File: src/hw/rtl/aus_pkg.sv
// shared types and constants of the access unit splitter
// used by the front classifier, the formatter and the top level; no dependencies
package aus_pkg;

	// scan phase of the open frame, one-hot
	typedef enum logic [2:0] {
		PH_SEEK_START = 3'b001,
		PH_SKIP       = 3'b010,
		PH_SEEK_END   = 3'b100
	} phase_t;

	// per-byte frame event flags handed from front to back
	typedef struct packed {
		logic a_valid;   // frame closed by an end code
		logic b_valid;   // final frame of the stream
		logic b_found;   // final frame saw a first slice
	} aus_flags_t;

	localparam int INDEX_BITS      = 32;
	localparam int LEN_BITS        = 32;
	localparam int FRAME_ADDR_BITS = 48;
	localparam int CFG_DATA_BITS   = 64;
	localparam int CFG_ADDR_BITS   = 4;

	localparam logic [LEN_BITS-1:0] LEN_MAX = 32'hFFFF_FFFF;

	// register index, taken from paddr[3]
	localparam logic REG_BASE_ADDRESS = 1'b0;

	// window and scan constants
	localparam logic [3:0] WIN_LEN  = 4'd9;
	localparam logic [2:0] SKIP_LEN = 3'd7;
	localparam logic [7:0] PREFIX_ZERO = 8'h00;
	localparam logic [7:0] PREFIX_ONE  = 8'h01;

	// nal unit types
	localparam logic [4:0] NAL_SLICE      = 5'd1;
	localparam logic [4:0] NAL_IDR        = 5'd5;
	localparam logic [4:0] NAL_SEI        = 5'd6;
	localparam logic [4:0] NAL_SPS        = 5'd7;
	localparam logic [4:0] NAL_PPS        = 5'd8;
	localparam logic [4:0] NAL_SUBSET_SPS = 5'd15;
	localparam logic [4:0] NAL_SLICE_EXT  = 5'd20;

endpackage

File: src/hw/rtl/aus_front.sv
// front classifier: byte window, start and end code detection, frame events
// depends on aus_pkg
module aus_front import aus_pkg::*; #(
	parameter int POSITION_BITS = 32
) (
	input  logic                     clk,
	input  logic                     arst_n,
	input  logic                     in_fire,
	input  logic [7:0]               data_byte,
	input  logic                     last_byte,
	output logic                     ev_push,
	output aus_flags_t               ev_flags,
	output logic [POSITION_BITS-1:0] ev_a_start,
	output logic [POSITION_BITS-1:0] ev_a_end,
	output logic [POSITION_BITS-1:0] ev_b_start,
	output logic [POSITION_BITS-1:0] ev_b_end,
	output logic [INDEX_BITS-1:0]    ev_a_index,
	output logic [INDEX_BITS-1:0]    ev_b_index
);

	localparam logic [POSITION_BITS-1:0] WIN_SPAN = POSITION_BITS'(9);

	logic [7:0]               win_q [9];
	logic [7:0]               win_n [9];
	logic [3:0]               fill_q, fill_n;
	logic [POSITION_BITS-1:0] pos_q, pos_n;
	logic [POSITION_BITS-1:0] start_q, start_n;
	logic [POSITION_BITS-1:0] test_pos;
	phase_t                   phase_q, phase_n;
	logic [2:0]               skip_q, skip_n, skip_dec;
	logic [INDEX_BITS-1:0]    cnt_q;
	logic                     hdr_ok, first_slice, end_code, emit_a;
	logic [4:0]               nal;

	always_comb begin
		for (int i = 0; i < 8; i++) begin
			win_n[i] = win_q[i+1];
		end
		win_n[8] = data_byte;
	end

	assign fill_n   = (fill_q < WIN_LEN) ? fill_q + 4'd1 : fill_q;
	assign pos_n    = (&pos_q) ? pos_q : pos_q + POSITION_BITS'(1);
	assign test_pos = pos_n - WIN_SPAN;

	assign nal    = win_n[3][4:0];
	assign hdr_ok = (win_n[0] == PREFIX_ZERO) && (win_n[1] == PREFIX_ZERO)
		&& (win_n[2] == PREFIX_ONE);
	assign first_slice = hdr_ok
		&& ((((nal == NAL_IDR) || (nal == NAL_SLICE)) && win_n[4][7])
		|| ((nal == NAL_SLICE_EXT) && win_n[7][7]));
	assign end_code = first_slice || (hdr_ok && ((nal == NAL_SUBSET_SPS)
		|| (nal == NAL_SPS) || (nal == NAL_PPS) || (nal == NAL_SEI)));

	assign skip_dec = (skip_q != 3'd0) ? skip_q - 3'd1 : skip_q;

	always_comb begin
		phase_n = phase_q;
		skip_n  = skip_q;
		start_n = start_q;
		emit_a  = 1'b0;
		if (fill_n == WIN_LEN) begin
			unique case (phase_q)
				PH_SKIP: begin
					skip_n = skip_dec;
					if (skip_dec == 3'd0) begin
						phase_n = PH_SEEK_END;
					end
				end
				PH_SEEK_END: begin
					if (end_code) begin
						emit_a  = 1'b1;
						start_n = test_pos;
						phase_n = PH_SEEK_START;
						if (first_slice) begin
							phase_n = PH_SKIP;
							skip_n  = SKIP_LEN;
						end
					end
				end
				PH_SEEK_START: begin
					if (first_slice) begin
						phase_n = PH_SKIP;
						skip_n  = SKIP_LEN;
					end
				end
				default: begin
					phase_n = PH_SEEK_START;
				end
			endcase
		end
	end

	assign ev_flags.a_valid = emit_a;
	assign ev_flags.b_valid = last_byte;
	assign ev_flags.b_found = (phase_n != PH_SEEK_START);
	assign ev_push    = in_fire && (emit_a || last_byte);
	assign ev_a_start = start_q;
	assign ev_a_end   = test_pos;
	assign ev_b_start = start_n;
	assign ev_b_end   = pos_n;
	assign ev_a_index = cnt_q;
	assign ev_b_index = cnt_q + INDEX_BITS'(emit_a);

	always_ff @(posedge clk) begin
		if (in_fire) begin
			for (int i = 0; i < 9; i++) begin
				win_q[i] <= win_n[i];
			end
		end
	end

	always_ff @(posedge clk or negedge arst_n) begin
		if (!arst_n) begin
			fill_q  <= '0;
			pos_q   <= '0;
			start_q <= '0;
			phase_q <= PH_SEEK_START;
			skip_q  <= '0;
			cnt_q   <= '0;
		end else if (in_fire) begin
			if (last_byte) begin
				// stream end: everything but the base address starts afresh
				fill_q  <= '0;
				pos_q   <= '0;
				start_q <= '0;
				phase_q <= PH_SEEK_START;
				skip_q  <= '0;
				cnt_q   <= '0;
			end else begin
				fill_q  <= fill_n;
				pos_q   <= pos_n;
				start_q <= start_n;
				phase_q <= phase_n;
				skip_q  <= skip_n;
				cnt_q   <= cnt_q + INDEX_BITS'(emit_a);
			end
		end
	end

endmodule

File: src/hw/rtl/aus_queue.sv
// small register queue of frame events between classifier and formatter
// no package dependencies
module aus_queue #(
	parameter int WIDTH = 8,
	parameter int DEPTH = 4
) (
	input  logic             clk,
	input  logic             arst_n,
	input  logic             push,
	input  logic [WIDTH-1:0] wr_data,
	input  logic             pop,
	output logic [WIDTH-1:0] rd_data,
	output logic             full,
	output logic             not_empty
);

	localparam int PTR_W = (DEPTH > 1) ? $clog2(DEPTH) : 1;
	localparam int CNT_W = $clog2(DEPTH + 1);

	logic [WIDTH-1:0] mem_q [DEPTH];
	logic [PTR_W-1:0] wr_ptr_q, rd_ptr_q;
	logic [CNT_W-1:0] count_q;
	logic             do_push, do_pop;

	assign full      = (count_q == CNT_W'(DEPTH));
	assign not_empty = (count_q != '0);
	assign do_push   = push && !full;
	assign do_pop    = pop && not_empty;
	assign rd_data   = mem_q[rd_ptr_q];

	always_ff @(posedge clk) begin
		if (do_push) begin
			mem_q[wr_ptr_q] <= wr_data;
		end
	end

	always_ff @(posedge clk or negedge arst_n) begin
		if (!arst_n) begin
			wr_ptr_q <= '0;
			rd_ptr_q <= '0;
			count_q  <= '0;
		end else begin
			if (do_push) begin
				wr_ptr_q <= (wr_ptr_q == PTR_W'(DEPTH - 1)) ? '0 : wr_ptr_q + PTR_W'(1);
			end
			if (do_pop) begin
				rd_ptr_q <= (rd_ptr_q == PTR_W'(DEPTH - 1)) ? '0 : rd_ptr_q + PTR_W'(1);
			end
			count_q <= count_q + CNT_W'(do_push) - CNT_W'(do_pop);
		end
	end

endmodule

File: src/hw/rtl/aus_back.sv
// formatter: turns frame events into address, length and index results
// depends on aus_pkg
module aus_back import aus_pkg::*; #(
	parameter int POSITION_BITS = 32,
	parameter int ADDRESS_BITS  = 48
) (
	input  logic                     clk,
	input  logic                     arst_n,
	input  logic [ADDRESS_BITS-1:0]  base_address,
	input  logic                     hd_valid,
	input  aus_flags_t               hd_flags,
	input  logic [POSITION_BITS-1:0] hd_a_start,
	input  logic [POSITION_BITS-1:0] hd_a_end,
	input  logic [POSITION_BITS-1:0] hd_b_start,
	input  logic [POSITION_BITS-1:0] hd_b_end,
	input  logic [INDEX_BITS-1:0]    hd_a_index,
	input  logic [INDEX_BITS-1:0]    hd_b_index,
	output logic                     hd_pop,
	input  logic                     m_tready,
	output logic                     m_tvalid,
	output logic [111:0]             m_tdata,
	output logic                     m_tuser,
	output logic                     m_tlast
);

	logic                     m_valid_q;
	logic [111:0]             m_tdata_q;
	logic                     m_tuser_q, m_tlast_q;
	logic                     half_q;
	logic                     take, fire, pick_a, is_last;
	logic [POSITION_BITS-1:0] sel_start, sel_end, diff;
	logic [INDEX_BITS-1:0]    sel_index;
	logic                     sel_found;
	logic [63:0]              diff_wide;
	logic [LEN_BITS-1:0]      length;
	logic [ADDRESS_BITS-1:0]  addr_sum;

	assign take    = !m_valid_q || m_tready;
	assign fire    = hd_valid && take;
	assign pick_a  = hd_flags.a_valid && !half_q;
	assign is_last = !(pick_a && hd_flags.b_valid);
	assign hd_pop  = fire && is_last;

	assign sel_start = pick_a ? hd_a_start : hd_b_start;
	assign sel_end   = pick_a ? hd_a_end   : hd_b_end;
	assign sel_index = pick_a ? hd_a_index : hd_b_index;
	assign sel_found = pick_a ? 1'b1       : hd_flags.b_found;

	// length clamps at zero below the start and saturates at the top
	assign diff      = sel_end - sel_start;
	assign diff_wide = 64'(diff);
	always_comb begin
		if (sel_end < sel_start) begin
			length = '0;
		end else if (diff_wide > 64'(LEN_MAX)) begin
			length = LEN_MAX;
		end else begin
			length = diff_wide[LEN_BITS-1:0];
		end
	end

	assign addr_sum = base_address + ADDRESS_BITS'(sel_start);

	always_ff @(posedge clk) begin
		if (fire) begin
			m_tdata_q <= {sel_index, length, FRAME_ADDR_BITS'(addr_sum)};
			m_tuser_q <= sel_found;
			m_tlast_q <= is_last;
		end
	end

	always_ff @(posedge clk or negedge arst_n) begin
		if (!arst_n) begin
			m_valid_q <= 1'b0;
			half_q    <= 1'b0;
		end else begin
			if (take) begin
				m_valid_q <= hd_valid;
			end
			if (fire) begin
				half_q <= !is_last;
			end
		end
	end

	assign m_tvalid = m_valid_q;
	assign m_tdata  = m_tdata_q;
	assign m_tuser  = m_tuser_q;
	assign m_tlast  = m_tlast_q;

endmodule

File: src/hw/rtl/h264_access_unit_splitter.sv
// top level of the h.264 annex b access unit splitter
// depends on aus_pkg, aus_front, aus_queue and aus_back
//
// The block takes an Annex B byte stream, one byte per transfer on the slave
// side, and reports each access unit as one transfer on the master side: device
// address (base_address plus start offset), length in bytes, running frame
// index and a flag saying whether a first slice was seen. A position is tested
// once eight later bytes have arrived; a frame is closed by the next SEI, SPS,
// PPS, subset SPS or first slice after its own first slice, and
// the byte marked tlast closes the last frame and restarts the stream. One byte
// is taken every clock cycle while s_tready is high: the classifier decides on
// each byte in the cycle it arrives, and its frame events go through a
// four-entry queue to the formatter, which, while the output is not stalled,
// produces one result per cycle from the queue head into a registered output.
// A byte that closes two frames gives two results from one queue entry;
// s_tready drops only while the queue is full, which needs a long output stall
// or a run of very short frames. base_address sits at APB byte address 0 and
// is to be written only while the block is idle; the block does not enforce it.
module h264_access_unit_splitter import aus_pkg::*; #(
	parameter int POSITION_BITS = 32,
	parameter int ADDRESS_BITS  = 48
) (
	input  logic                     clk,
	input  logic                     arst_n,
	// apb configuration
	input  logic                     psel,
	input  logic                     penable,
	input  logic                     pwrite,
	input  logic [CFG_ADDR_BITS-1:0] paddr,
	input  logic [CFG_DATA_BITS-1:0] pwdata,
	output logic [CFG_DATA_BITS-1:0] prdata,
	output logic                     pready,
	// byte stream in
	input  logic                     s_tvalid,
	output logic                     s_tready,
	input  logic [7:0]               s_tdata,   // [7:0] data_byte
	input  logic                     s_tlast,   // last_byte
	// frame descriptors out
	output logic                     m_tvalid,
	input  logic                     m_tready,
	output logic [111:0]             m_tdata,   // [47:0] frame_address,
	                                            // [79:48] frame_length,
	                                            // [111:80] frame_index
	output logic                     m_tuser,   // start_found
	output logic                     m_tlast    // last_of_run
);

	localparam int QUEUE_DEPTH = 4;
	localparam int EV_W = $bits(aus_flags_t) + 4 * POSITION_BITS + 2 * INDEX_BITS;

	logic [ADDRESS_BITS-1:0]  base_q;
	logic                     cfg_write, in_fire;

	// front to queue
	logic                     ev_push;
	aus_flags_t               ev_flags;
	logic [POSITION_BITS-1:0] ev_a_start, ev_a_end, ev_b_start, ev_b_end;
	logic [INDEX_BITS-1:0]    ev_a_index, ev_b_index;
	logic [EV_W-1:0]          ev_word, hd_word;

	// queue to back
	logic                     q_full, hd_valid, hd_pop;
	aus_flags_t               hd_flags;
	logic [POSITION_BITS-1:0] hd_a_start, hd_a_end, hd_b_start, hd_b_end;
	logic [INDEX_BITS-1:0]    hd_a_index, hd_b_index;

	// configuration register, decoded on paddr[3] only
	assign pready    = 1'b1;
	assign cfg_write = psel && penable && pwrite && pready
		&& (paddr[3] == REG_BASE_ADDRESS);
	assign prdata    = (paddr[3] == REG_BASE_ADDRESS) ? CFG_DATA_BITS'(base_q) : '0;

	always_ff @(posedge clk or negedge arst_n) begin
		if (!arst_n) begin
			base_q <= '0;
		end else if (cfg_write) begin
			base_q <= pwdata[ADDRESS_BITS-1:0];
		end
	end

	// input transfer whenever the event queue has room
	assign s_tready = !q_full;
	assign in_fire  = s_tvalid && s_tready;

	aus_front #(
		.POSITION_BITS(POSITION_BITS)
	) u_front (
		.clk        (clk),
		.arst_n     (arst_n),
		.in_fire    (in_fire),
		.data_byte  (s_tdata),
		.last_byte  (s_tlast),
		.ev_push    (ev_push),
		.ev_flags   (ev_flags),
		.ev_a_start (ev_a_start),
		.ev_a_end   (ev_a_end),
		.ev_b_start (ev_b_start),
		.ev_b_end   (ev_b_end),
		.ev_a_index (ev_a_index),
		.ev_b_index (ev_b_index)
	);

	assign ev_word = {ev_flags, ev_a_start, ev_a_end, ev_b_start, ev_b_end,
		ev_a_index, ev_b_index};

	aus_queue #(
		.WIDTH(EV_W),
		.DEPTH(QUEUE_DEPTH)
	) u_queue (
		.clk       (clk),
		.arst_n    (arst_n),
		.push      (ev_push),
		.wr_data   (ev_word),
		.pop       (hd_pop),
		.rd_data   (hd_word),
		.full      (q_full),
		.not_empty (hd_valid)
	);

	assign {hd_flags, hd_a_start, hd_a_end, hd_b_start, hd_b_end,
		hd_a_index, hd_b_index} = hd_word;

	aus_back #(
		.POSITION_BITS(POSITION_BITS),
		.ADDRESS_BITS (ADDRESS_BITS)
	) u_back (
		.clk          (clk),
		.arst_n       (arst_n),
		.base_address (base_q),
		.hd_valid     (hd_valid),
		.hd_flags     (hd_flags),
		.hd_a_start   (hd_a_start),
		.hd_a_end     (hd_a_end),
		.hd_b_start   (hd_b_start),
		.hd_b_end     (hd_b_end),
		.hd_a_index   (hd_a_index),
		.hd_b_index   (hd_b_index),
		.hd_pop       (hd_pop),
		.m_tready     (m_tready),
		.m_tvalid     (m_tvalid),
		.m_tdata      (m_tdata),
		.m_tuser      (m_tuser),
		.m_tlast      (m_tlast)
	);

endmodule

File: config.mk
export PLATFORM = sky130hd
export DESIGN_NAME = h264_access_unit_splitter
export DESIGN_NICKNAME = d
export VERILOG_FILES = /design/src/hw/rtl/aus_pkg.sv /design/src/hw/rtl/aus_front.sv /design/src/hw/rtl/aus_queue.sv /design/src/hw/rtl/aus_back.sv /design/src/hw/rtl/h264_access_unit_splitter.sv
export SDC_FILE = /design/constraint.sdc
export NUM_CORES = 1
export LEC_CHECK = 0
export CORE_MARGIN = 2
export CORE_UTILIZATION = 30
export DETAILED_ROUTE_END_ITERATION = 6
export DONT_BUFFER_PORTS = 1
export GPL_ROUTABILITY_DRIVEN = 0
export HOLD_SLACK_MARGIN = 0.1
export PLACE_DENSITY = 0.41
export SLEW_MARGIN = 25
export SYNTH_ARGS = -nofsm -noshare
export SYNTH_HDL_FRONTEND = slang
export SYNTH_SLANG_ARGS = --single-unit
File: constraint.sdc
create_clock -name clk -period 12.6 [get_ports clk]
set_input_delay 1.89 -clock clk [delete_from_list [all_inputs] [get_ports clk]]
set_output_delay 1.89 -clock clk [all_outputs]
set_load 0.01 [all_outputs]
Yosys cells after proc, flatten, opt, wreduce, memory -nomap -nowiden

Memory sizes are Yosys's and may differ from the RTL's.
Index checks and enable logic that the tools add are counted.

$add $sub $neg: 11
Order comparisons: 3
Equality and inequality tests: 17
Multiplexer cells: 36
Bitwise operators: 1
Reductions and logical operators: 38

Operator list:

| kind                  | count |
|---|---|
| $mux 32               | 11 |
| $add 48x32->48        | 1 |
| $mux 48               | 1 |
| $add 32x1->32         | 1 |
| $add 32x1->32 const B | 1 |
| $gt 32x32->1 const B  | 1 |
| $lt 32x32->1          | 1 |
| $reduce_and 32->1     | 1 |
| $sub 32x32->32        | 1 |
| $sub 32x4->32 const B | 1 |
| $mux 3                | 10 |
| $pmux 3 s3            | 2 |
| $logic_and 1x1->1     | 17 |
| $logic_not 8->1       | 2 |
| $eq 5x3->1 const B    | 3 |
| $eq 5x4->1 const B    | 2 |
| $eq 8x1->1 const B    | 1 |
| $logic_or 1x1->1      | 8 |
| $mux 4                | 2 |
| $mux 1                | 7 |
| $eq 3x3->1 const B    | 2 |
| $mux 2                | 3 |
| $reduce_bool 3->1     | 2 |
| $eq 5x1->1 const B    | 1 |
| other kinds (19)      | 24 |

Register bits: 277
Memory bits (writable): 852
Bits of input ports: 84
Output and inout bits: 181
Memories kept: 2

Memories:

| memory        | depth | width | rd ports | clocked after memory_dff | write ports | line            | source |
|---|---|---|---|---|---|---|---|
| u_queue.mem_q | 4     | 195   | 1        | 0                        | 1           | aus_queue.sv:20 | `logic [WIDTH-1:0] mem_q [DEPTH];` |
| u_front.win_q | 9     | 8     | 8        | 0                        | 9           | aus_front.sv:23 | `logic [7:0] win_q [9];` |

Depth between registers and ports, before layout

An unclocked memory read counts as a cell.

Depth in word-level cells: 15
Depth in mapped cells: 20
Gate-level depth less buffers: 17

By module

Synthesis repeated with hierarchy kept, for this count alone.

Cells, all modules: 2963
Area total of the unflattened synthesis: 48736.7 µm²

By module, submodules not included:

| module                    | instances | cells an instance | area each (µm²) | seq. area each (µm²) |
|---|---|---|---|---|
| aus_queue                 | 1         | 1058              | 28553.6         | 23597.6 |
| aus_front                 | 1         | 929               | 9255.1          | 4575.6 |
| aus_back                  | 1         | 800               | 8578.2          | 3473.3 |
| h264_access_unit_splitter | 1         | 176               | 2349.8          | 1201.2 |

Least setup slack after synthesis

OpenSTA, ideal clock, no wires.

Kind: input to register
From: input m_tready
To: register u_queue.count_q[2]
Arrival: 9.456 ns
Required time: 12.520 ns
Slack: 3.064 ns
Stages: 10
Cell sequence: inv_1 > a21oi_1 > nand2_1 > inv_1 > ha_1 > inv_1 > ha_1 > fa_1 > xnor2_1 > xnor2_1

Longest elaborated chain between the ends: 5

RTL lines:

| what                     | line                            | source |
|---|---|---|
| from (decl)              | h264_access_unit_splitter.sv:40 | `input logic m_tready,` |
| $logic_or 1x1->1         | aus_back.sv:38                  | `assign take = !m_valid_q \|\| m_tready;` |
| $logic_and 1x1->1        | aus_back.sv:39                  | `assign fire = hd_valid && take;` |
| named net u_back.fire    | aus_back.sv:30                  | `logic take, fire, pick_a, is_last;` |
| $logic_and 1x1->1        | aus_back.sv:42                  | `assign hd_pop = fire && is_last;` |
| $logic_and 1x1->1        | aus_queue.sv:28                 | `assign do_pop = pop && not_empty;` |
| named net u_queue.do_pop | aus_queue.sv:23                 | `logic do_push, do_pop;` |
| $sub 3x1->3              | aus_queue.sv:49                 | `count_q <= count_q + CNT_W'(do_push) - CNT_W'(do_pop);` |
| to (signal assigned)     | aus_queue.sv:49                 |  |
| to (decl)                | aus_queue.sv:22                 | `logic [CNT_W-1:0] count_q;` |

The timed path passes the listed nets, and every way through them passes these cells.
A chain may end at the register's enable or synchronous reset.

Worst setup path in the final report

From: register u_queue.rd_ptr_q[0]
To: register u_back.m_tdata_q[55], in the netlist u_back.m_tdata[55], data pin

Longest elaborated chain between the ends: 6
Elaborated cells on any way between the ends: 8

RTL lines:

| what                              | line                           | source |
|---|---|---|
| from (decl)                       | aus_queue.sv:21                | `logic [PTR_W-1:0] wr_ptr_q, rd_ptr_q;` |
| from (signal assigned)            | aus_queue.sv:47                | `rd_ptr_q <= (rd_ptr_q == PTR_W'(DEPTH - 1)) ? '0 : rd_ptr_q + PTR_W'(1);` |
| $mem_v2 4x195 (*)                 | -                              |  |
| $logic_and 1x1->1                 | aus_back.sv:40                 | `assign pick_a = hd_flags.a_valid && !half_q;` |
| $mux 32, on equally long branches | aus_back.sv:45, aus_back.sv:44 |  |
| $sub 32x32->32                    | aus_back.sv:50                 | `assign diff = sel_end - sel_start;` |
| $gt 32x32->1                      | aus_back.sv:55                 | `end else if (diff_wide > 64'(LEN_MAX)) begin` |
| $mux 32                           | aus_back.sv:55                 |  |
| to (signal assigned)              | aus_back.sv:66                 | `m_tdata_q <= {sel_index, length, FRAME_ADDR_BITS'(addr_sum)};` |
| to (decl)                         | aus_back.sv:27                 | `logic [111:0] m_tdata_q;` |

Mark *: on every way between the ends. The rest lies on a longest branch, timed or not.

==> flow_summary.ini <==
[finish]
layout-drive-gt1-share_pct = 20.3
nets = 3198
postLayoutCoreUtil_pct = 34.5
layout.cells.most_common_list = edfxtp_1, mux4_2, nand2_1, dfrtp_1, mux2_2
fillers = 15300
layout_commonest_cell = edfxtp_1
syn_to_final_growth_pct = 14.3

[yosys]
yosysWarnings = 0
synth_area_leaders = edfxtp_1, mux4_2, dfrtp_1
synth_edf_count = 958
async_flop_share_pct = 14.5
synth_cell_types = 91
yosysTopAreaCell = edfxtp_1
synthCells = 2982
syn_area_per_cell_um2 = 16.2
synth_top_area_share_pct = 59.5
ys_seq_area_share_pct = 67.9
synthFlopType = edfxtp_1
syn-cell-area_um2 = 48400
synth_seq_cells = 1121

[setup_path]
cp-end-kind = flip-flop
critPathKind = reg2reg
path_cells = mux4_2 > nand2_4 > buf_12 > buf_16 > mux4_2 > mux2_2 > ha_1 > nor2b_1 > o31a_1 > o211ai_1 > o21ai_0 > o311ai_0 > a31oi_1 > a21oi_1 > o21a_1 > buf_4 > and3b_1
worstPathRequired_ns = 13.09
crit_family = compound AO/OA/AOI/OAI gates
slowest_stage = dfrtp_4
max_stage_delay_ns = 0.71
crit_arrival_ns = 7.80
startpoint_type = flip-flop
crit_buf_inv = 3
crit_fanout = 59
crit_top_cell = mux4_2

[floorplanning]
rows = 147
start_util_pct = 30.2
core_um2 = 160000
die_y_um = 405
ios = 265
die_x_um = 405
die_area_um2 = 164000

[power_and_ir_drop]
ir_drop_mv = 0.162
leakagePower_nw = 19.0
power_density_nw_per_um2 = 256

[timing]
tns_ns = 0
finalMaxSlewViolations = 0
holdWs_ns = 0.411
rsz0062_at_grt = false
fin_crit_sh_pct = 58.0
max_freq_mhz = 137
setup_viol = 0
period_minus_slack_ns = 7.31
hold_viol = 0
finClkSkew_ns = 0.0211
worst_slew_pin_slew_ns = 1.15
relSlewSlack_pct = 23.5

[drt]
drt-total-wl_um = 121000
antenna_left = 0
num_vias = 25800
viasPerCell = 4.88
dr.pass1.iters = 5
drt_iter0_drc = 1727
drc = 0
post_drt_wl_per_cell_um = 22.8

[clocking]
clk_latency_ns = 0.74
clockRootBuffer = clkbuf_16
cts_buffers = 131
cts.htree.levels = 4
hold_buffers = 0
cts_tree = done
clockBufferDepth = 3
cts_resized = 0
cts_setup_buffers = 0
clk_pin_slew_ns = 0.06
cts.sinks = 1121

[place]
portBuffers = 0
dp_hpwl_um = 73800

[global_route]
grt_usage_pct = 14.7
grt_pass1_wl_um = 179000
grt_remaining_overflow = 0
grt_pass1_vias = 27300
antenna_found_initial = 2
grt_max_degree = 164

[worst_hold_path]
hold_class = reg2reg

[outcome]
outcome = finished, final reports clean

[flow_run]
maxCapViolations = 0
==> final cells by class <==
cell class / instances / area, um^2 / area share [%]
Inverter: 109 / 410 / 0.742
Tap cell: 2160 / 2700 / 4.89
Clock inverter: 61 / 687 / 1.24
Antenna cell: 1 / 2.50 / 0.00453
Multi-Input combinational cell: 1620 / 14600 / 26.3
Sequential cell: 1121 / 32900 / 59.4
Timing Repair Buffer: 48 / 434 / 0.785
Clock buffer: 176 / 3630 / 6.57
==> cell families (layout without fill, tap and decap cells) <==
logic type               Yosys count  count (layout)  share of synthesized area [%]
other                              2              18                         0.0155
AO/OA/AOI/OAI                    402             402                           5.51
multiplexers                     371             371                           13.1
AND/OR/NAND/NOR                  600             600                           6.37
adder cells (fa/ha/maj)           83              83                           2.19
buffers and inverters            256             394                           2.19
XOR/XNOR                         147             147                           2.68
flip-flops                      1121            1121                           67.9
==> worst reg2reg max path, stage by stage, from the launching register on <==
cell      delay [ns]
dfrtp_4         0.71
mux4_2          0.61
nand2_4         0.48
buf_12          0.47
buf_16          0.42
mux4_2          0.70
mux2_2          0.31
ha_1            0.35
nor2b_1         0.18
o31a_1          0.32
o211ai_1        0.34
o21ai_0         0.36
o311ai_0        0.60
a31oi_1         0.21
a21oi_1         0.26
o21a_1          0.16
buf_4           0.32
and3b_1         0.25
==> where the power goes <==
| part | switching [mW] | leakage [nW] | total [mW] | internal [mW] |
|---|---|---|---|---|
| sequential | 0.390 | 10.9 | 5.27 | 4.87 |
| clock | 1.52 | 2.10 | 3.80 | 2.28 |
| combinational | 2.98 | 5.98 | 5.09 | 2.12 |
| total | 4.89 | 19.0 | 14.2 | 9.27 |
==> layer usage <==
metal / wire (um) / GRT usage [%] / vias up
met5: 20 / 0 / -
met4: 2540 / 3.81 / 2
met3: 5800 / 3.17 / 184
met2: 58200 / 24.5 / 586
met1: 54200 / 19.2 / 13400
li1: - / - / 11700
==> path summary, 6_finish.rpt <==
check | start | endpoint | slack [ns] | cells after the start
worst min-delay path | u_front.win_q[0][58] | u_front.win_q[0][50] | 0.41 | 0
min in group asynchronous | arst_n | base_q[9] | 0.87 | 0
worst min register to register | u_front.win_q[0][58] | u_front.win_q[0][50] | 0.41 | 0
worst max register to register | u_queue.rd_ptr_q[0] | u_back.m_tdata[55] | 5.29 | 17
max in group asynchronous | arst_n | u_queue.rd_ptr_q[0] | 11.31 | 0
worst max-delay path | u_queue.rd_ptr_q[0] | u_back.m_tdata[55] | 5.29 | 17
==> flip-flops by register name, indices dropped and copies added, names as in the netlist <==
signal              flops
u_queue.mem_q         780
u_back.m_tdata        112
u_front.win_q          64
base_q                 48
u_front.ev_a_index     32
u_front.ev_a_start     32
u_front.pos_q          32
u_front.fill_q          4
u_front.phase_q         3
u_front.skip_q          3
u_queue.count_q         3
u_queue.rd_ptr_q        2
u_queue.wr_ptr_q        2
u_back.half_q           1
u_back.m_tlast          1
u_back.m_tuser          1
u_back.m_tvalid         1
==> Yosys cell counts, types with 14 or more instances <==
library cell	instances
edfxtp_1	958
mux4_2	195
nand2_1	165
dfrtp_1	162
mux2_2	155
nor2_1	119
o21ai_0	117
inv_1	108
xnor2_1	98
clkbuf_1	91
a21oi_1	86
ha_1	80
nor2b_1	60
nand3_1	56
xor2_1	48
a22o_1	36
nor3_1	36
nand4_1	31
a21o_1	30
and3_1	29
buf_1	23
buf_4	22
mux2i_1	21
nor4_1	17
nand2b_1	14
==> through the flow <==
| step | cells | instance area (um^2) | power (mW) | setup WS, ns |
|---|---|---|---|---|
| detailed placement | 5056 | 50900 | 10.5 | 5.10 |
| global route | 5295 | 55300 | 15.0 | 4.71 |
| floorplan | 2997 | 48400 | 8.98 | 3.06 |
| CTS | 5293 | 55200 | 14.4 | 5.05 |
| finish | 5296 | 55300 | 14.2 | 5.29 |
| global placement | 5056 | 50900 | 10.5 | 5.14 |
Power figures use the tool's default switching activity.
